**src/rtl/vna_div.sv**
```systemverilog
// Iterative restoring divider, one quotient bit per cycle.
module vna_div #(
	parameter int NUM_W = 46,
	parameter int DEN_W = 32
) (
	input  logic              clk,
	input  logic              arst_n,
	input  logic              start,
	input  logic [NUM_W-1:0]  num,
	input  logic [DEN_W-1:0]  den,
	output logic              done,
	output logic [NUM_W-1:0]  quo
);
	localparam int CNT_W = $clog2(NUM_W + 1);

	logic [NUM_W-1:0] n_q;
	logic [DEN_W-1:0] d_q;
	logic [DEN_W:0]   rem_q;
	logic [CNT_W-1:0] cnt_q;
	logic             busy_q;
	logic [DEN_W:0]   rem_sh;

	assign rem_sh = {rem_q[DEN_W-1:0], n_q[NUM_W-1]};

	always_ff @(posedge clk or negedge arst_n) begin
		if (!arst_n) begin
			busy_q <= 1'b0;
			cnt_q  <= '0;
			done   <= 1'b0;
		end else begin
			done <= busy_q && !start && (cnt_q == CNT_W'(1));
			if (start) begin
				busy_q <= 1'b1;
				cnt_q  <= CNT_W'(NUM_W);
			end else if (busy_q) begin
				cnt_q <= cnt_q - 1'b1;
				if (cnt_q == CNT_W'(1))
					busy_q <= 1'b0;
			end
		end
	end

	always_ff @(posedge clk) begin
		if (start) begin
			n_q   <= num;
			d_q   <= den;
			rem_q <= '0;
		end else if (busy_q) begin
			if (rem_sh >= {1'b0, d_q}) begin
				rem_q <= rem_sh - {1'b0, d_q};
				n_q   <= {n_q[NUM_W-2:0], 1'b1};
			end else begin
				rem_q <= rem_sh;
				n_q   <= {n_q[NUM_W-2:0], 1'b0};
			end
		end
	end

	assign quo = n_q;
endmodule

```
**config.mk**
```make
export PLATFORM = sky130hd
export DESIGN_NAME = vna_div
export DESIGN_NICKNAME = d
export VERILOG_FILES = /design/src/rtl/vna_div.sv
export SDC_FILE = /design/constraint.sdc
export NUM_CORES = 1
export LEC_CHECK = 0
export ABC_CLOCK_PERIOD_IN_PS = 3500
export BUFFER_PORTS_ARGS = -buffer_cell sky130_fd_sc_hd__buf_4
export CAP_MARGIN = 20
export CORE_AREA = 5 5 123 171
export CTS_CLUSTER_SIZE = 16
export DETAILED_ROUTE_END_ITERATION = 7
export DIE_AREA = 0 0 128 176
export SKIP_CTS_REPAIR_TIMING = 1
export SLEW_MARGIN = 10
export SYNTH_ARGS = -nofsm -noshare
export SYNTH_HDL_FRONTEND = slang
export SYNTH_SLANG_ARGS = --single-unit
```
**constraint.sdc**
```tcl
create_clock -name clk -period 3.5 [get_ports clk]
set_input_delay 0.525 -clock clk [delete_from_list [all_inputs] [get_ports clk]]
set_output_delay 0.525 -clock clk [all_outputs]
set_load 0.02 [all_outputs]
```
Word level (Yosys, flattened, before mapping):

Cells that the tools add are included.

* bits in registers: 118
* input port bits: 81
* logic and storage cells: 23

* $add $sub $neg: 2
* magnitude comparators: 1
* eq/ne operators: 1
* multiplexer cells: 9
* reductions and logical operators: 4

Operators by type and width (number)
* 46-bit two-way mux: 2
* 33-bit by 32-bit greater-or-equal comparator with 1-bit output: 1
* 32-bit two-way mux: 1
* 32-bit subtractor: 1
* 6-bit two-way mux: 2
* 6-bit by 1-bit == test with 1-bit output, second input constant: 1
* 6-bit by 1-bit subtractor with 6-bit output, second input constant: 1
* 1-bit two-way mux: 4
* 1-bit logical AND: 2
* 2-bit nonzero test: 1
* 1-bit logical NOT: 1

Logic depth before layout (Yosys ltp):

Gate-level depths: netlist of run 1.

* depth in word-level cells: 4
* depth in mapped cells: 12

Worst setup path after synthesis of run 1:

OpenSTA, ideal clock, no wires.

* path kind: reg2reg
* start: register n_q[45] (netlist: quo[45])
* end: register rem_q[30]
* setup time: 0.086 ns
* arrival: 2.809 ns
* slack: 0.605 ns
* cell stages (with the launch flop): 12
* clock period less this slack: 2.895 ns
* cell sequence: edfxtp_1 -> inv_1 -> ha_1 -> fa_1 -> nand2b_1 -> a211oi_1 -> o311ai_0 -> a21oi_1 -> o21ai_0 -> a21boi_0 -> mux2_2 -> a221oi_2

* word-level cells in the longest chain between the ends: 2

Ends and longest elaborated chain
* start: declaration: line 16 `logic [NUM_W-1:0] n_q;`
* start signal: assignment: line 45 `n_q <= num;`
* start signal: assignment: line 51 `n_q <= {n_q[NUM_W-2:0], 1'b1};`
* start signal: assignment: line 54 `n_q <= {n_q[NUM_W-2:0], 1'b0};`
* 32-bit subtractor / 33-bit by 32-bit greater-or-equal comparator with 1-bit output (equally long branches): line 50, 49
* 32-bit two-way mux (*): line 49 `if (rem_sh >= {1'b0, d_q}) begin`
* end signal: assignment: line 50 `rem_q <= rem_sh - {1'b0, d_q};`
* end signal: assignment: line 53 `rem_q <= rem_sh;`
* end: declaration: line 18 `logic [DEN_W:0] rem_q;`

Mark *: on every way between the ends. The rest lies on a longest branch, timed or not.
A chain may end at the register's enable or synchronous reset.

Final worst setup path of run 1:

* start: register d_q[19]
* end: register rem_q[30]

* word-level cells in the longest chain between the ends: 2

Ends and longest elaborated chain
* start: declaration: line 17 `logic [DEN_W-1:0] d_q;`
* start signal: assignment: line 46 `d_q <= den;`
* 32-bit subtractor / 33-bit by 32-bit greater-or-equal comparator with 1-bit output (equally long branches): line 50, 49
* 32-bit two-way mux (*): line 49

Marked as above.

==> impl_metrics.toml, run 1 <==
[place]
gp_congestion = 0.877
hpwl_um = 11700
place_area_mm2 = 0.00776
io_buffers = 127

[status]
status = "finished, final reports clean"

[timing]
finClkSkew_ns = 0.0134
setup_violations = 0
rsz0062_at_grt = "no"
tightest_slew_ns = 0.597
fin_tns_setup_ns = 0
max_freq_mhz = 330
slew_violations = 0
fin_crit_sh_pct = 86.7
slew_headroom_pct = 60.2
hold_violations = 0
period_needed_ns = 3.03

[global_routing]
grt_pass1_wl_um = 26400
overflow = 0
use_met1_pct = 17.4
antenna_found_initial = 0
grtUsageTotal_pct = 14.5
first_global_vias = 5249
grt_use_met3_pct = 5.27
grt_max_degree = 60
top_usage_layer = "met2"
use_met2_pct = 24.7

[job]
maxCapViolations = 0

[synthesis]
syn_inst = 616
synth_edf_count = 78
yosys.area.top_type_share_pct = 35.4
synth.distinct_cells = 64
synthMostInstantiatedCell = "edfxtp_1"
yosys-top-cells-count = "78 x edfxtp_1, 53 x nand2_1, 52 x nor2_1"
netlist_area_mm2 = 0.00661
synthArstFlopShare_pct = 6.78
synth.largest_area_cell = "edfxtp_1"
synth_flop_cell = "edfxtp_1"
ys_seq_area_share_pct = 48.1
ys_seq_elements = 118
avgSynthCellArea_um2 = 10.7
synthTopCellsByArea = "edfxtp_1 35%, dfxtp_1 9.7%, mux2_2 7.8%"
synth.net_count = 732
yosysWarnings = 0

[hold_path]
hold_class = "in -> reg"
hold_start = "den[17]"

[cts]
htreeDepth = 4
clk_latency_ns = 0.42
cts_tree = "yes"
cts_buffers = 17
clock_tree.buffer_depth = 2
clkTransAtPathRegs_ns = 0.06
root_buffer = "clkbuf_16"
cts_sinks = 118

[floorplan]
initial_core_util_pct = 34.4
num_rows = 60
dieArea_mm2 = 0.0225
fp.dieW_um = 128
ios = 128
coreArea_mm2 = 0.0192
die_h_um = 176

[power]
total_power_w = 0.00388
cellPowerDensity_mw_per_mm2 = 465
power_leakage_nw = 3.48
vdd_drop_max_uv = 300

[critical_path]
required_ns = 3.83
startpoint_type = "flip-flop"
critPathCaptureType = "flip-flop"
arrival_ns = 3.36
crit_start = "d_q[19]$_DFFE_PP_"
worstPathMaxFanout = 30
path_class = "reg -> reg"
reg2reg_from = "d_q[19]$_DFFE_PP_"

[detailed_routing]
drt_first_iter_violations = 204
vias = 4940
route.detailed.vias_per_inst = 4.93
drc = 0
wl_um = 15800
ant_nets = 0
wire_per_inst_um = 15.7
firstDrtPassIters = 4

[final_layout]
nets = 857
antennaDiodeCount = 0
stdcell_area_mm2 = 0.00835
multi_input_area_mm2 = 0.00310
drive_gt1_share_pct = 29.2
area_delta_synth_final_pct = 26.3
regArea_mm2 = 0.00318
nFillCells = 1909
layer usage:
metal	routed length [um]	up-vias
met4	151	0
met3	1060	16
met1	6680	2287
li1	-	2510
met2	7890	127
met5	0	-
registers in the layout, summed over array words and instances (netlist names):
name	flops
rem_q	32
busy_q	1
cnt_q	6
d_q	32
quo	46
done	1
where the power goes:
part	total, W	switching [W]	internal, W
Sequential	0.00164	0.0000477	0.00159
Clock	0.00173	0.000718	0.00101
Combinational	0.000518	0.000267	0.000251
cell families (layout without fill, tap and decap cells):
family	count (synthesis)	after routing	synth area share, %
xor+xnor	29	29	3.84
simple gates	156	156	10.6
compound gates	144	144	15.6
mux	61	61	10.1
flops	118	118	48.1
buf+inv	73	211	4.99
fa+ha+maj	35	35	6.73
critical path, cell delays in order (launching register included):
cell and delay, ns:
edfxtp_1 0.32, inv_1 0.04, ha_1 0.48, nand2_4 0.09, o31ai_1 0.26, a21oi_1 0.12
o31a_1 0.29, a211oi_4 0.41, o21a_4 0.48, o211ai_1 0.16, a221oi_2 0.29
final cells by class:
| cell class | count | area share [%] |
|---|---|---|
| well taps | 248 | 3.72 |
| multi-input cells | 425 | 37.1 |
| inverters | 46 | 2.07 |
| flip-flops and latches | 118 | 38.1 |
| clock inverters | 15 | 1.89 |
| clock buffers | 17 | 5.09 |
| repair buffers | 133 | 12.0 |
cells in the final DEF (no fill, tap or decap), drive strengths merged, types with 8 or more instances in the layout:
cell type / n
dfrtp: 8
nand3: 9
a21o: 11
xnor2: 21
nand2: 54
mux2i: 14
nor2: 52
nand4: 8
a21oi: 35
nor3: 8
edfxtp: 78
ha: 34
inv: 55
mux2: 47
buf: 132
dfxtp: 32
o21ai: 21
xor2: 8
clkbuf: 17
a311oi: 13
a211oi: 18
o211ai: 8
path summary, 6_finish.rpt:
check | end | slack [ns] | cells after the start
max | rem_q[30]$_SDFFE_PP0P_ | 0.47 | 10
min | d_q[17]$_DFFE_PP_ | 0.28 | 1
max reg2reg | rem_q[30]$_SDFFE_PP0P_ | 0.47 | 10
min reg2reg | rem_q[25]$_SDFFE_PP0P_ | 0.49 | 2
max in group asynchronous | busy_q$_DFF_PN0_ | 2.88 | 2
min in group asynchronous | done$_DFF_PN0_ | 0.47 | 2
metrics by stage:
stage	instances	hold WS, ns	utilization, %	setup WS, ns
6_report	1002	0.278	43.5	0.467
5_1_grt	1002	0.260	43.5	0.170
4_1_cts	1001	-0.112	43.4	0.441
3_5_place_dp	969	0.354	40.4	0.460
3_3_place_gp	969	0.354	40.4	0.530
2_1_floorplan	616	0.229	-	0.605
Note: power is estimated with default switching activity, not from simulation.
==> run 2, diff against run 1 <==
--- a/config.mk
+++ b/config.mk
@@ -12,6 +12,7 @@
 export CTS_CLUSTER_SIZE = 16
 export DETAILED_ROUTE_END_ITERATION = 7
 export DIE_AREA = 0 0 128 176
+export REMOVE_ABC_BUFFERS = 1
 export SKIP_CTS_REPAIR_TIMING = 1
 export SLEW_MARGIN = 10
 export SYNTH_ARGS = -nofsm -noshare
==> impl_metrics.toml, run 2 (synthesized netlist as in run 1, its figures left out) <==
[hold_path]
hold_class = "in -> reg"
min_path_cells = 1

[power]
cellPowerDensity_mw_per_mm2 = 465
p_comb_share_pct = 13.3
p_clk_share_pct = 44.4
pwr-share-seq_pct = 42.3
total_power_w = 0.00389
power.switching_w = 0.000993
swShare_pct = 25.5
intPower_w = 0.00289
power_leakage_nw = 3.48
vdd_drop_max_uv = 309

[floorplan]
fp.dieW_um = 128
die_h_um = 176
coreArea_mm2 = 0.0192
num_rows = 60
initial_core_util_pct = 34.4
ios = 128
dieArea_mm2 = 0.0225

[detailed_routing]
ant_nets = 0
firstDrtPassIters = 5
drc = 0
drt_first_iter_violations = 163
vias = 5045
route.detailed.vias_per_inst = 5.02
wl_um = 16200
wire_per_inst_um = 16.1

[job]
maxCapViolations = 0

[timing]
finClkSkew_ns = 0.00978
period_needed_ns = 3.09
timing.final.ws_setup_ns = 0.406
hold_violations = 0
rsz0062_at_grt = "no"
fin_tns_setup_ns = 0
hold_ws_ns = 0.279
setup_violations = 0
slew_headroom_pct = 59.2
tightest_slew_ns = 0.605
max_freq_mhz = 323
slew_violations = 0
fin_crit_sh_pct = 88.4

[cts]
clock_tree.buffer_depth = 2
cts_tree = "yes"
clkTransAtPathRegs_ns = 0.06
root_buffer = "clkbuf_16"
cts_sinks = 118
htreeDepth = 4
clk_latency_ns = 0.42
cts_buffers = 17

[critical_path]
arrival_ns = 3.43
worstPathMaxFanout = 3
critPathCaptureType = "flip-flop"
required_ns = 3.83
path_class = "reg -> reg"
rrSetupSlack_ns = 0.41
r2r_cells = 11
startpoint_type = "flip-flop"

[status]
status = "finished, final reports clean"

[final_layout]
nFillCells = 1895
largest_reg_flops = 46
regArea_mm2 = 0.00318
layout_common_cells = "134 x buf_4, 78 x edfxtp_1, 53 x nand2_1, 52 x nor2_1, 46 x mux2_2"
area_delta_synth_final_pct = 26.4
layout_commonest_cell = "buf_4"
stdcell_area_mm2 = 0.00836
nets = 859
drive_gt1_share_pct = 29.2
antennaDiodeCount = 0
multi_input_area_mm2 = 0.00310

[global_routing]
grt_max_degree = 47
first_global_vias = 5312
grtUsageTotal_pct = 14.7
overflow = 0
grt_pass1_wl_um = 26500
antenna_found_initial = 0

[place]
gp_congestion = 0.859
io_buffers = 127
hpwl_um = 12100
place_area_mm2 = 0.00777
pre_cts_ws_ns = 0.404
run 2: cell types whose count changed in the layout (fill, tap and decap cells not counted), sizes merged:
| cell | change |
|---|---|
| inv | -7 |
| buf | +2 |
| bufinv | +1 |
| clkinv | +4 |
| clkinvlp | +2 |
run 2: final cells by class:
cell class                      count  area share [%]
Sequential cell                   118            38.1
Multi-Input combinational cell    425            37.1
Timing Repair Buffer              135            12.1
Clock buffer                       17            5.09
Tap cell                          248            3.71
Inverter                           46            2.06
Clock inverter                     15            1.84
run 2: stage by stage:
stage	instances	utilization, %
floorplan	589	-
global placement	971	40.4
detailed placement	971	40.4
CTS	1003	43.5
global route	1004	43.5
finish	1004	43.5
run 2: critical path, cell delays in order, from the launching register on:
cell      delay, ns
edfxtp_1       0.35
inv_1          0.06
ha_1           0.22
fa_1           0.40
nand2b_1       0.17
a211oi_1       0.34
o311ai_0       0.28
a21oi_1        0.27
o21ai_0        0.15
a21boi_0       0.21
mux2_2         0.36
a221oi_2       0.21
run 2: layer usage:
layer	up-vias	track usage (%)	routed length, um
met5	-	0	0
met4	0	4.82	227
met3	17	5.87	1290
met2	142	25.5	8070
met1	2375	16.4	6600
li1	2511	-	-
run 2: worst paths after layout:
kind,startpoint,endpoint
max in group asynchronous,arst_n,busy_q$_DFF_PN0_
min,den[2],d_q[2]$_DFFE_PP_
min reg2reg,rem_q[10]$_SDFFE_PP0P_,rem_q[11]$_SDFFE_PP0P_
min in group asynchronous,arst_n,done$_DFF_PN0_
max reg2reg,quo[45]$_DFFE_PP_,rem_q[30]$_SDFFE_PP0P_
max,quo[45]$_DFFE_PP_,rem_q[30]$_SDFFE_PP0P_
run 2: power groups by stage:
stage	sequential [W]	clock (W)	combinational [W]
3_5_place_dp	0.00167	0	0.000524
2_1_floorplan	0.00173	0	0.000218
4_1_cts	0.00165	0.00177	0.000525
3_3_place_gp	0.00167	0	0.000522
6_report	0.00164	0.00172	0.000518
5_1_grt	0.00166	0.00182	0.000568
