## src/rtl/vna_isqrt.sv

```systemverilog
// Iterative integer square root, one root bit per cycle from two radicand bits.
module vna_isqrt #(
	parameter int IN_W = 64
) (
	input  logic              clk,
	input  logic              arst_n,
	input  logic              start,
	input  logic [IN_W-1:0]   radicand,
	output logic              done,
	output logic [IN_W/2-1:0] root
);
	localparam int STEPS = IN_W / 2;
	localparam int CNT_W = $clog2(STEPS + 1);

	logic [IN_W-1:0]   x_q;
	logic [IN_W/2+1:0] rem_q;
	logic [IN_W/2-1:0] r_q;
	logic [CNT_W-1:0]  cnt_q;
	logic              busy_q;
	logic [IN_W/2+1:0] rem_sh;
	logic [IN_W/2+1:0] trial;

	// restoring digit recurrence: bring down two bits, test 4r+1
	assign rem_sh = {rem_q[IN_W/2-1:0], x_q[IN_W-1 -: 2]};
	assign trial  = {r_q, 2'b01};

	always_ff @(posedge clk or negedge arst_n) begin
		if (!arst_n) begin
			busy_q <= 1'b0;
			cnt_q  <= '0;
			done   <= 1'b0;
		end else begin
			done <= busy_q && !start && (cnt_q == CNT_W'(1));
			if (start) begin
				busy_q <= 1'b1;
				cnt_q  <= CNT_W'(STEPS);
			end else if (busy_q) begin
				cnt_q <= cnt_q - 1'b1;
				if (cnt_q == CNT_W'(1))
					busy_q <= 1'b0;
			end
		end
	end

	always_ff @(posedge clk) begin
		if (start) begin
			x_q   <= radicand;
			rem_q <= '0;
			r_q   <= '0;
		end else if (busy_q) begin
			x_q <= {x_q[IN_W-3:0], 2'b00};
			if (rem_sh >= trial) begin
				rem_q <= rem_sh - trial;
				r_q   <= {r_q[IN_W/2-2:0], 1'b1};
			end else begin
				rem_q <= rem_sh;
				r_q   <= {r_q[IN_W/2-2:0], 1'b0};
			end
		end
	end

	assign root = r_q;
endmodule

```

## config.mk

```make
export PLATFORM = sky130hd
export DESIGN_NAME = vna_isqrt
export DESIGN_NICKNAME = d
export VERILOG_FILES = /design/src/rtl/vna_isqrt.sv
export SDC_FILE = /design/constraint.sdc
export NUM_CORES = 1
export LEC_CHECK = 0
export ABC_AREA = 0
export BUFFER_PORTS_ARGS = -buffer_cell sky130_fd_sc_hd__buf_2
export CORE_UTILIZATION = 45
export DETAILED_ROUTE_END_ITERATION = 12
export PLACE_DENSITY = 0.7
export SLEW_MARGIN = 20
export SYNTH_ARGS = -nofsm -noshare
export SYNTH_HDL_FRONTEND = slang
export SYNTH_SLANG_ARGS = --single-unit
```

## constraint.sdc

```tcl
create_clock -name clk -period 3.2 [get_ports clk]
set_input_delay 0.48 -clock clk [delete_from_list [all_inputs] [get_ports clk]]
set_output_delay 0.48 -clock clk [all_outputs]
set_load 0.1 [all_outputs]
```

### After elaboration in Yosys (flattened, before gate mapping)

Cells that the tools add are included.

* flip-flop bits (word level): 136
* latch bits: 0
* RAM bits: 0
* ROM bits: 0
* input port bits: 67
* word-level logic and storage cells: 23
* memories: 0

* $add $sub $neg: 2
* $mul: 0
* div/mod/pow operators: 0
* magnitude comparators: 1
* equality and inequality tests: 1
* shift operators: 0
* muxes and demuxes: 9
* bitwise logic cells: 0
* reductions and logical operators: 4

Operator list (count)
* $mux W64: 2
* $ge A34 B34 Y1: 1
* $mux W32: 1
* $sub A32 B32 Y32: 1
* $mux W6: 2
* $eq A6 B1 Y1 const B: 1
* $sub A6 B1 Y6 const B: 1
* $mux W1: 4
* $logic_and A1 B1 Y1: 2
* $reduce_bool A2 Y1: 1
* $logic_not A1 Y1: 1

### Depth between registers and ports, before layout

Gate-level depths: netlist (run 1).

* word-level depth: 4
* gate-level depth with buffers: 14
* depth with buffers taken out: 11

### Worst setup path before layout (run 1)

No wires, ideal clock.

* kind: reg2reg
* from: reg r_q[24], in the netlist root[24]
* to: reg rem_q[31]
* arrival time: 3264 ps
* required time: 3073 ps
* path slack: -191 ps
* cell stages (with the launch flop): 14
* clock period less this slack: 3391 ps
* cells stage by stage: dfxtp_1 inv_1 ha_1 buf_2 nand4_1 or2_1 nor4_1 nand3_1 o21ai_2 o21bai_1 o21ba_1 buf_6 a32o_1 or3_1

* longest elaborated chain between the ends: 2
* elaborated cells on any way between the ends: 3
* those cells by class: add/sub: 1; order compare: 1; mux: 1

Ends and longest elaborated chain
* start: declaration: line 17 `logic [IN_W/2-1:0] r_q;`
* start signal: assignment: line 54 `r_q <= {r_q[IN_W/2-2:0], 1'b1};`
* start signal: assignment: line 57 `r_q <= {r_q[IN_W/2-2:0], 1'b0};`
* $sub A32 B32 Y32 / $ge A34 B34 Y1 (equally long branches): line 53, 52
* $mux W32 *: line 52 `if (rem_sh >= trial) begin`
* end signal: assignment: line 53 `rem_q <= rem_sh - trial;`
* end signal: assignment: line 56 `rem_q <= rem_sh;`
* end: declaration: line 16 `logic [IN_W/2+1:0] rem_q;`

Mark *: on every way between the ends. The rest lies on a longest branch, timed or not.
A chain may end at the register's enable or synchronous reset.

### Worst setup path after layout (run 1)

* from: reg r_q[9], in the netlist root[9]
* to: reg rem_q[15]

Same word-level chain as after synthesis.

==> impl_metrics.toml, run 1 <==
[route]
drc = 0
finalWirelength_um = 15150
routed_via_density = 5.197
first_iter_violations = 290
drt_first_pass_iters = 5
drtAntennaViolNets = 0
via_count = 5301
routedWlPerCell_um = 14.85

[synthesis]
syn_nets = 793
synth_edf_count = 64
synth_seq_cells = 136
synthFlopType = "edfxtp_1"
synth-async-reset-ratio_pct = 5.882
synthTopCellsByArea = "edfxtp_1, dfxtp_1, mux2_2"
synthesis.area_mm2 = 0.007352
netlist_instances = 690
synth_top_area_share_pct = 26.14
postSynthAreaPerCell_um2 = 10.66
synth.distinct_cells = 61
yosysTopAreaCell = "edfxtp_1"
yosysSeqAreaShare_pct = 46.29
synth_warnings = 0

[floorplanning]
start_util_pct = 46.12
core-area_mm2 = 0.01594
row_count = 46
io_pins = 100
die_h_um = 129.8
die-area_mm2 = 0.01685
die_width_um = 129.8

[final_layout]
nFillCells = 1450
fin_nets = 893
regArea_mm2 = 0.003425
drive_gt1_share_pct = 29.02
area_delta_synth_final_pct = 18.60
fin_util_pct = 54.69
final_cell_count_no_fill = 1020
multiInputGateArea_mm2 = 0.003642

[run_status]
status = "finished, final reports clean"

[clocking]
clk_pin_slew_ps = 60
cts_tree = "done"
clockBufferDepth = 2
cts_made_buffers = 17
clk_latency_ps = 430
cts-root-buf = "clkbuf_16"
cts_sinks = 136
htree_levels = 4

[critical_path]
worstPathMaxFanout = 23
r2r-end = "rem_q[15]$_SDFFE_PP0P_"
cp-end-kind = "flip-flop"
cp.required_ps = 3470
reg2reg_slack_ps = 200
r2r-start = "root[9]$_SDFFE_PP0P_"
start_kind = "flip-flop"
cp.arrival_ps = 3270
crit_path_end = "rem_q[15]$_SDFFE_PP0P_"
reg2reg_depth = 12
cp-startpoint = "root[9]$_SDFFE_PP0P_"
setup.worst_path.class = "reg2reg"

[pwr]
power_frac_seq_pct = 29.6
comb_power_share_pct = 45.8
p_clk_share_pct = 24.5
ir_worst_vdd_mv = 0.4534
power.net_switching_w = 0.002910
p_int_w = 0.005079
powerDensity_mw_per_mm2 = 916.2
p_sw_share_pct = 36.42
p_leak_nw = 3.910

[placement]
dp_hpwl_um = 10470
dp.cells = 986
place.gp.congestion = 0.8554
numPortBuffers = 99

[timing]
fin_crit_ps = 2996
rsz0062_at_grt = "no"
fin_skew_ps = 12.50
setup_viol = 0
slew-limit-headroom_pct = 46.64
fmax_mhz = 333.8
hold_violations = 0
tightest_slew_ps = 800.4
finalCritPeriodShare_pct = 93.62
maxSlewViolCount = 0

[grt]
antenna_found_initial = 1
grt_use_total_pct = 18.94
grt_pass1_vias = 5142
grt-ovfl-total = 0
grt_max_degree = 78
grt_pass1_wl_um = 24780

[hold_path]
hold_class = "in2reg"

[flow_run]
maxCapViolations = 0
## critical path, stage by stage (launching register included)
cell,delay (ps)
dfxtp_2,350
inv_1,50
ha_1,390
a21o_1,270
a21o_1,190
a21oi_1,190
o221a_2,230
nand2_2,90
a21oi_4,210
o21ba_4,310
buf_12,240
mux2i_1,230
a211oi_1,100
## worst min-delay path by stage
| stage | start | to | cells after the start |
|---|---|---|---|
| 2_1_floorplan | arst_n | busy_q$_DFF_PN0_ | 0 |
| 3_3_place_gp | arst_n | done$_DFF_PN0_ | 1 |
| 3_5_place_dp | arst_n | done$_DFF_PN0_ | 1 |
| 4_1_cts | radicand[0] | x_q[0]$_SDFFCE_PN0P_ | 2 |
| 5_1_grt | radicand[0] | x_q[0]$_SDFFCE_PN0P_ | 2 |
| 6_report | radicand[0] | x_q[0]$_SDFFCE_PN0P_ | 2 |
## metrics by stage
step                      hold slack [ps]  setup WS [ps]  instance area [µm²]  total power [W]  setup TNS [ps]
after global routing                323.1          50.77                 8717         0.008540               0
after CTS                           320.3          100.2                 8711         0.008016               0
after floorplan                     184.4         -38.70                 7370         0.005380          -38.70
after global placement              336.7          197.0                 8113         0.005969               0
final                               340.3          204.1                 8720         0.007989               0
after detailed placement            334.7          130.8                 8113         0.006013               0
## layout by cell type, fill, tap and decap left out, drive strengths merged, types with 23 or more instances in the layout
cell	count
buf	113
a21oi	33
nor2	83
ha	36
inv	45
xnor2	23
edfxtp	64
mux2i	58
a211oi	25
dfxtp	64
mux2	62
nand2	31
## cell usage after synthesis (3+ instances only)
cell / instances
a21o_1: 16
nor3_1: 4
or2_2: 3
nor2b_1: 3
edfxtp_1: 64
xor2_1: 8
dfxtp_1: 64
o21bai_1: 6
a21oi_1: 31
dfrtp_1: 8
o31ai_1: 5
a31oi_1: 4
nand4_1: 5
ha_1: 36
mux2_2: 62
o21ai_0: 21
and2_1: 4
nand2b_1: 3
nand3_1: 3
a211oi_1: 25
buf_1: 7
or3_1: 3
nand2_1: 30
mux2i_1: 58
xnor2_1: 23
nor2_1: 83
o21a_1: 6
clkbuf_1: 21
and3_1: 5
inv_1: 41
## area by class of cell
cell class                 instances  share of cell area [%]
multi-input combinational        480                   41.77
tap                              216                   3.099
timing repair buffer             114                   7.318
sequential                       136                   39.27
inverter                          41                   1.765
clock inverter                    13                   1.665
antenna                            1                 0.02870
clock buffer                      19                   5.080
## timing repair
action	4_1_cts	5_1_grt
endpoints found under the setup margin	0	5
hold endpoints to repair	8	0
buffers inserted	0	0
hold buffers	1	0
resized for setup	0	1
## flip-flops by register name, indices dropped and copies added, names as in the netlist
register and count:
busy_q 1, cnt_q 6, done 1, rem_q 32, root 32, x_q 64
## power groups by stage
| stage | sequential, W | clock (W) | combinational, W |
|---|---|---|---|
| 2_1_floorplan | 0.00241 | 0 | 0.00297 |
| 3_3_place_gp | 0.00239 | 0 | 0.00358 |
| 5_1_grt | 0.00240 | 0.00208 | 0.00406 |
| 3_5_place_dp | 0.00239 | 0 | 0.00362 |
| 6_report | 0.00237 | 0.00196 | 0.00366 |
| 4_1_cts | 0.00237 | 0.00200 | 0.00365 |
## kinds of logic after synthesis
kind of cell | synth area share, %
AOI/OAI and AO/OA | 12.51
xor gates and xnor gates | 3.693
adders and majority gates | 6.127
buffers and inverters | 4.255
DFF | 46.29
muxes | 17.39
and+or+nand+nor | 9.735
## metal layers
metal,global-route usage [%],share of wire (%),wire length [µm]
met5,0,0.053,8
met4,5.198,0.86,130
met3,8.733,8.1,1227
met2,29.57,45,6894
met1,23.55,45,6891
Power figures use the tool's default switching activity.
==> run 2, diff against run 1 <==
--- a/config.mk
+++ b/config.mk
@@ -7,6 +7,7 @@
 export LEC_CHECK = 0
 export ABC_AREA = 0
 export BUFFER_PORTS_ARGS = -buffer_cell sky130_fd_sc_hd__buf_2
+export CORE_MARGIN = 5
 export CORE_UTILIZATION = 45
 export DETAILED_ROUTE_END_ITERATION = 12
 export PLACE_DENSITY = 0.7
==> constraint.sdc (replaced) <==
create_clock -name clk -period 3.2 [get_ports clk]
set_input_delay 0.48 -clock clk [delete_from_list [all_inputs] [get_ports clk]]
set_output_delay 0.48 -clock clk [all_outputs]
set_load 0.02 [all_outputs]
==> run 2 against run 1 <==
Compared with the run above: utilization shrank 0.12 points; sequential share of layout area shrank 0.12 points; design area shrank 0.22%; cell count shrank 0.59%; largest power group unchanged; non-clock buffer count shrank 5; largest cell class unchanged.
==> impl_metrics.toml, run 2 (same netlist as run 1, synthesis figures left out) <==
[critical_path]
setup.worst_path.class = "reg2reg"
r2r-start = "root[24]$_SDFFE_PP0P_"
reg2reg_slack_ps = 180
reg2reg_depth = 12
worstPathMaxFanout = 15
cp.required_ps = 3500
r2r-end = "rem_q[31]$_SDFFE_PP0P_"
cp-end-kind = "flip-flop"
cp.arrival_ps = 3320
start_kind = "flip-flop"

[hold_path]
hold_class = "in2reg"
min_from = "radicand[0]"
holdPathStages = 2
hold_end = "x_q[0]$_SDFFCE_PN0P_"

[placement]
dp.cells = 981
dp_hpwl_um = 10710
numPortBuffers = 99
place.gp.congestion = 0.8290

[timing]
maxSlewViolCount = 0
final.setup.tns_ps = 0
finalCritPeriodShare_pct = 94.23
rsz0062_at_grt = "no"
fin_skew_ps = 7.808
fin_crit_ps = 3015
hold_violations = 0
fmax_mhz = 331.6
tightest_slew_ps = 1133
slew-limit-headroom_pct = 24.19
setup_viol = 0

[route]
finalWirelength_um = 15340
via_count = 5269
drc = 0
first_iter_violations = 351
drtAntennaViolNets = 0
routedWlPerCell_um = 15.13
routed_via_density = 5.196
drt_first_pass_iters = 4

[final_layout]
antenna_cells = 0
fin_nets = 888
final_common_cell = "buf_2"
largest_register = "x_q"
nFillCells = 1445
area_delta_synth_final_pct = 18.35
largest_register_ffs = 64
final_cell_mix = "buf_2, nor2_1, dfxtp_1, edfxtp_1, mux2_2"
drive_gt1_share_pct = 27.07
final_cell_count_no_fill = 1014

[clocking]
cts_tree = "done"
clockBufferDepth = 2
cts_made_buffers = 17
post_cts_buffers = 0
clk_latency_ps = 420
htree_levels = 4
cts-root-buf = "clkbuf_16"
clk_pin_slew_ps = 60
cts_sinks = 136

[run_status]
status = "finished, final reports clean"

[pwr]
ir_worst_vdd_mv = 0.5570
powerDensity_mw_per_mm2 = 919.9
p_total_w = 0.008004
p_leak_nw = 3.901

[grt]
grt_max_degree = 91
grt_pass1_wl_um = 25410
grt_pass1_vias = 5200
grt-ovfl-total = 0
grt_use_total_pct = 16.83
antenna_found_initial = 1

[floorplanning]
io_pins = 100
core-area_mm2 = 0.01594
row_count = 46
die_h_um = 137.8
die_width_um = 137.8
start_util_pct = 46.12
die-area_mm2 = 0.01899

[flow_run]
maxCapViolations = 0
[run 2: changes by cell type in the layout (fill, tap and decap cells not counted), moves of 2 or more]
cell,previous run,this run
buf_4,13,7
clkinvlp_4,3,1
dfxtp_1,50,64
dfxtp_2,14,0
inv_8,0,5
[run 2: power by group]
group	total, W	internal, W	switching (W)
clock network	0.00202	0.00118	0.000836
logic	0.00363	0.00177	0.00185
registers	0.00235	0.00216	0.000197
[run 2: critical path: stages, from the launching register on]
cell      delay [ps]
dfxtp_1          370
inv_1             70
ha_1             410
nand4_1          130
or2_1            270
nor4_2           210
nand3_1          160
o21ai_4          200
o21bai_1         130
o21ba_2          220
buf_12           170
a32o_1           240
or3_1            310
[run 2: area by class of cell]
cell class                      count  area (µm²)  share of cell area (%)
Timing Repair Buffer              109       613.1                   7.046
Clock buffer                       17       425.4                   4.889
Tap cell                          216       270.3                   3.106
Clock inverter                     15       181.4                   2.085
Multi-Input combinational cell    480        3650                   41.95
Sequential cell                   136        3407                   39.16
Inverter                           41       153.9                   1.769
[run 2: per-layer routing]
metal  track usage (%)  part of all wire [%]
met3             7.743                   8.4
met1             22.00                    46
met2             25.16                    44
met4             4.665                   1.1
met5                 0                 0.085
[run 2: worst max path at each step]
stage	from	to	slack [ps]	cells after the start
2_1_floorplan	root[24]$_SDFFE_PP0P_	rem_q[31]$_SDFFE_PP0P_	380	13
3_3_place_gp	root[24]$_SDFFE_PP0P_	rem_q[31]$_SDFFE_PP0P_	80	12
3_5_place_dp	root[24]$_SDFFE_PP0P_	rem_q[31]$_SDFFE_PP0P_	140	12
4_1_cts	root[24]$_SDFFE_PP0P_	rem_q[31]$_SDFFE_PP0P_	120	12
5_1_grt	root[28]$_SDFFE_PP0P_	rem_q[31]$_SDFFE_PP0P_	10	12
6_report	root[24]$_SDFFE_PP0P_	rem_q[31]$_SDFFE_PP0P_	180	12
[run 2: stage by stage]
step | hold slack (ps) | worst slack [ps] | area, µm² | util, %
final | 337.4 | 184.6 | 8701 | 54.58
after global routing | 334.3 | 14.68 | 8701 | 54.58
after CTS | 321.1 | 124.7 | 8687 | 54.49
after detailed placement | 334.0 | 143.3 | 8070 | 50.62
after global placement | 335.5 | 78.05 | 8070 | 50.62
after floorplan | 184.4 | 385.0 | 7352 | -
[run 2: repair_timing]
action / 4_1_cts / 5_1_grt
gates resized for setup: 0 / 2
hold buffers: 1 / 0
endpoints found under the hold margin: 8 / 0
setup endpoints to repair: 0 / 3
==> run 3, diff against run 2 <==
--- a/config.mk
+++ b/config.mk
@@ -8,9 +8,9 @@
 export ABC_AREA = 0
 export BUFFER_PORTS_ARGS = -buffer_cell sky130_fd_sc_hd__buf_2
 export CORE_MARGIN = 5
-export CORE_UTILIZATION = 45
+export CORE_UTILIZATION = 40
 export DETAILED_ROUTE_END_ITERATION = 12
-export PLACE_DENSITY = 0.7
+export PLACE_DENSITY = 0.64
 export SLEW_MARGIN = 20
 export SYNTH_ARGS = -nofsm -noshare
 export SYNTH_HDL_FRONTEND = slang
==> run 3 against run 2 <==
Compared with the run above: clock power shrank 2%; routed wire length grew 2.0%; combinational power grew 1%; worst hold slack lost 22 ps; maximum frequency grew 3.1%; non-clock buffer count grew 7; critical path type unchanged; critical endpoint is now rem_q[23]$_SDFFE_PP0P_.
==> impl_metrics.toml, run 3 (same netlist as run 1, synthesis figures left out) <==
[timing]
worst_slack_ps = 274.4
rsz0062_at_grt = "no"
slew-limit-headroom_pct = 60.04
maxSlewViolCount = 0
final.setup.tns_ps = 0
fin_crit_ps = 2926
fin_skew_ps = 14.05
setup_viol = 0
fmax_mhz = 341.8
tightest_slew_ps = 599.5
hold_violations = 0
finalCritPeriodShare_pct = 91.43

[placement]
numPortBuffers = 99
place.gp.congestion = 0.8492
dp_hpwl_um = 10940
dp_slack_ps = 142.7

[clocking]
cts_sinks = 136
clockBufferDepth = 2
clk_latency_ps = 420
cts-root-buf = "clkbuf_16"
cts_made_buffers = 17
cts_tree = "done"
clk_pin_slew_ps = 70
htree_levels = 4

[hold_path]
hold_class = "in2reg"

[final_layout]
largest_register = "x_q"
drive_gt1_share_pct = 28.20
area_delta_synth_final_pct = 19.78
largest_register_ffs = 64
regArea_mm2 = 0.003410
final_common_cell = "buf_2"
nFillCells = 1719
fin_nets = 895
final_cell_mix = "buf_2, nor2_1, edfxtp_1"
multiInputGateArea_mm2 = 0.003665

[run_status]
status = "finished, final reports clean"

[route]
finalWirelength_um = 15650
drt_first_pass_iters = 4
drc = 0
routedWlPerCell_um = 15.12
drtAntennaViolNets = 0
first_iter_violations = 255
routed_via_density = 5.128
via_count = 5307

[critical_path]
reg2reg_slack_ps = 270
cp_cell_sequence = "inv_1 -> ha_1 -> a22o_1 -> or4_1 -> o211ai_2 -> nand2_2 -> a21oi_4 -> o21ba_2 -> buf_12 -> mux2i_1 -> a211oi_1"
cp.arrival_ps = 3210
start_kind = "flip-flop"
critPathMaxStageDelay_ps = 440
setup.worst_path.class = "reg2reg"
critical-path-top-delay-family = "compound AO/OA/AOI/OAI gates"
cp-end-kind = "flip-flop"
slowest_stage = "or4_1"
worstPathMaxFanout = 19
cp.required_ps = 3480
worst-path-buf-inv = 2

[grt]
grt-ovfl-total = 0
grt_use_total_pct = 14.83
antenna_found_initial = 3
grt_max_degree = 125
grt_pass1_wl_um = 26250
grt_pass1_vias = 5238

[floorplanning]
core-area_mm2 = 0.01802
row_count = 49
die_width_um = 145.6
start_util_pct = 40.79
die-area_mm2 = 0.02119
die_h_um = 145.6
io_pins = 100

[flow_run]
maxCapViolations = 0

[pwr]
powerDensity_mw_per_mm2 = 910.3
ir_worst_vdd_mv = 0.4570
power_frac_seq_pct = 29.4
p_sw_share_pct = 36.59
p_int_w = 0.005083
p_leak_nw = 3.938
power.net_switching_w = 0.002933
comb_power_share_pct = 45.9
p_clk_share_pct = 24.8
## run 3: worst paths after layout
path                                             from                     end  depth (start not counted)
worst max-delay path             root[5]$_SDFFE_PP0P_  rem_q[23]$_SDFFE_PP0P_                         11
worst min-delay path                            start  rem_q[24]$_SDFFE_PP0P_                          2
worst max register to register   root[5]$_SDFFE_PP0P_  rem_q[23]$_SDFFE_PP0P_                         11
worst min register to register  rem_q[0]$_SDFFE_PP0P_   rem_q[0]$_SDFFE_PP0P_                          2
max in group asynchronous                      arst_n        busy_q$_DFF_PN0_                          2
min in group asynchronous                      arst_n          done$_DFF_PN0_                          2
## run 3: repair_timing
item | 4_1_cts | 5_1_grt
hold buffers | 1 | 0
setup endpoints to repair | 0 | 3
hold endpoints to repair | 8 | 0
resized for setup | 0 | 6
setup buffers | 0 | 2
## run 3: cell type report
| cell class | instances | share of cell area [%] |
|---|---|---|
| Inverter | 41 | 1.748 |
| Sequential cell | 136 | 38.72 |
| Tap cell | 229 | 3.254 |
| Clock inverter | 15 | 1.961 |
| Multi-Input combinational cell | 480 | 41.62 |
| Clock buffer | 17 | 4.831 |
| Antenna cell | 1 | 0.02842 |
| Timing Repair Buffer | 116 | 7.843 |
## run 3: routing by layer
layer  GRT usage, %  share of wire, %  vias up
met5              0              0.13        -
met4          3.965              0.95        4
met3          6.415               8.2       15
met2          22.23                44      124
met1          19.70                46     2473
li1               -                 -     2691
## run 3: power groups by stage
stage | Combinational [W] | Clock [W] | Sequential (W)
floorplan | 0.00297 | 0 | 0.00233
global placement | 0.00360 | 0 | 0.00238
detailed placement | 0.00362 | 0 | 0.00238
CTS | 0.00364 | 0.00203 | 0.00235
global route | 0.00411 | 0.00211 | 0.00239
finish | 0.00368 | 0.00198 | 0.00235
## run 3: stage by stage
step	area [µm²]	utilization [%]	power [W]	cells	hold WS, ps
after floorplan	7352	-	0.005302	690	184.4
after global placement	8149	45.21	0.005982	999	336.1
after detailed placement	8149	45.21	0.006005	999	336.6
after CTS	8757	48.58	0.008029	1032	302.3
after global routing	8806	48.85	0.008614	1035	312.3
final	8806	48.85	0.008016	1035	315.8
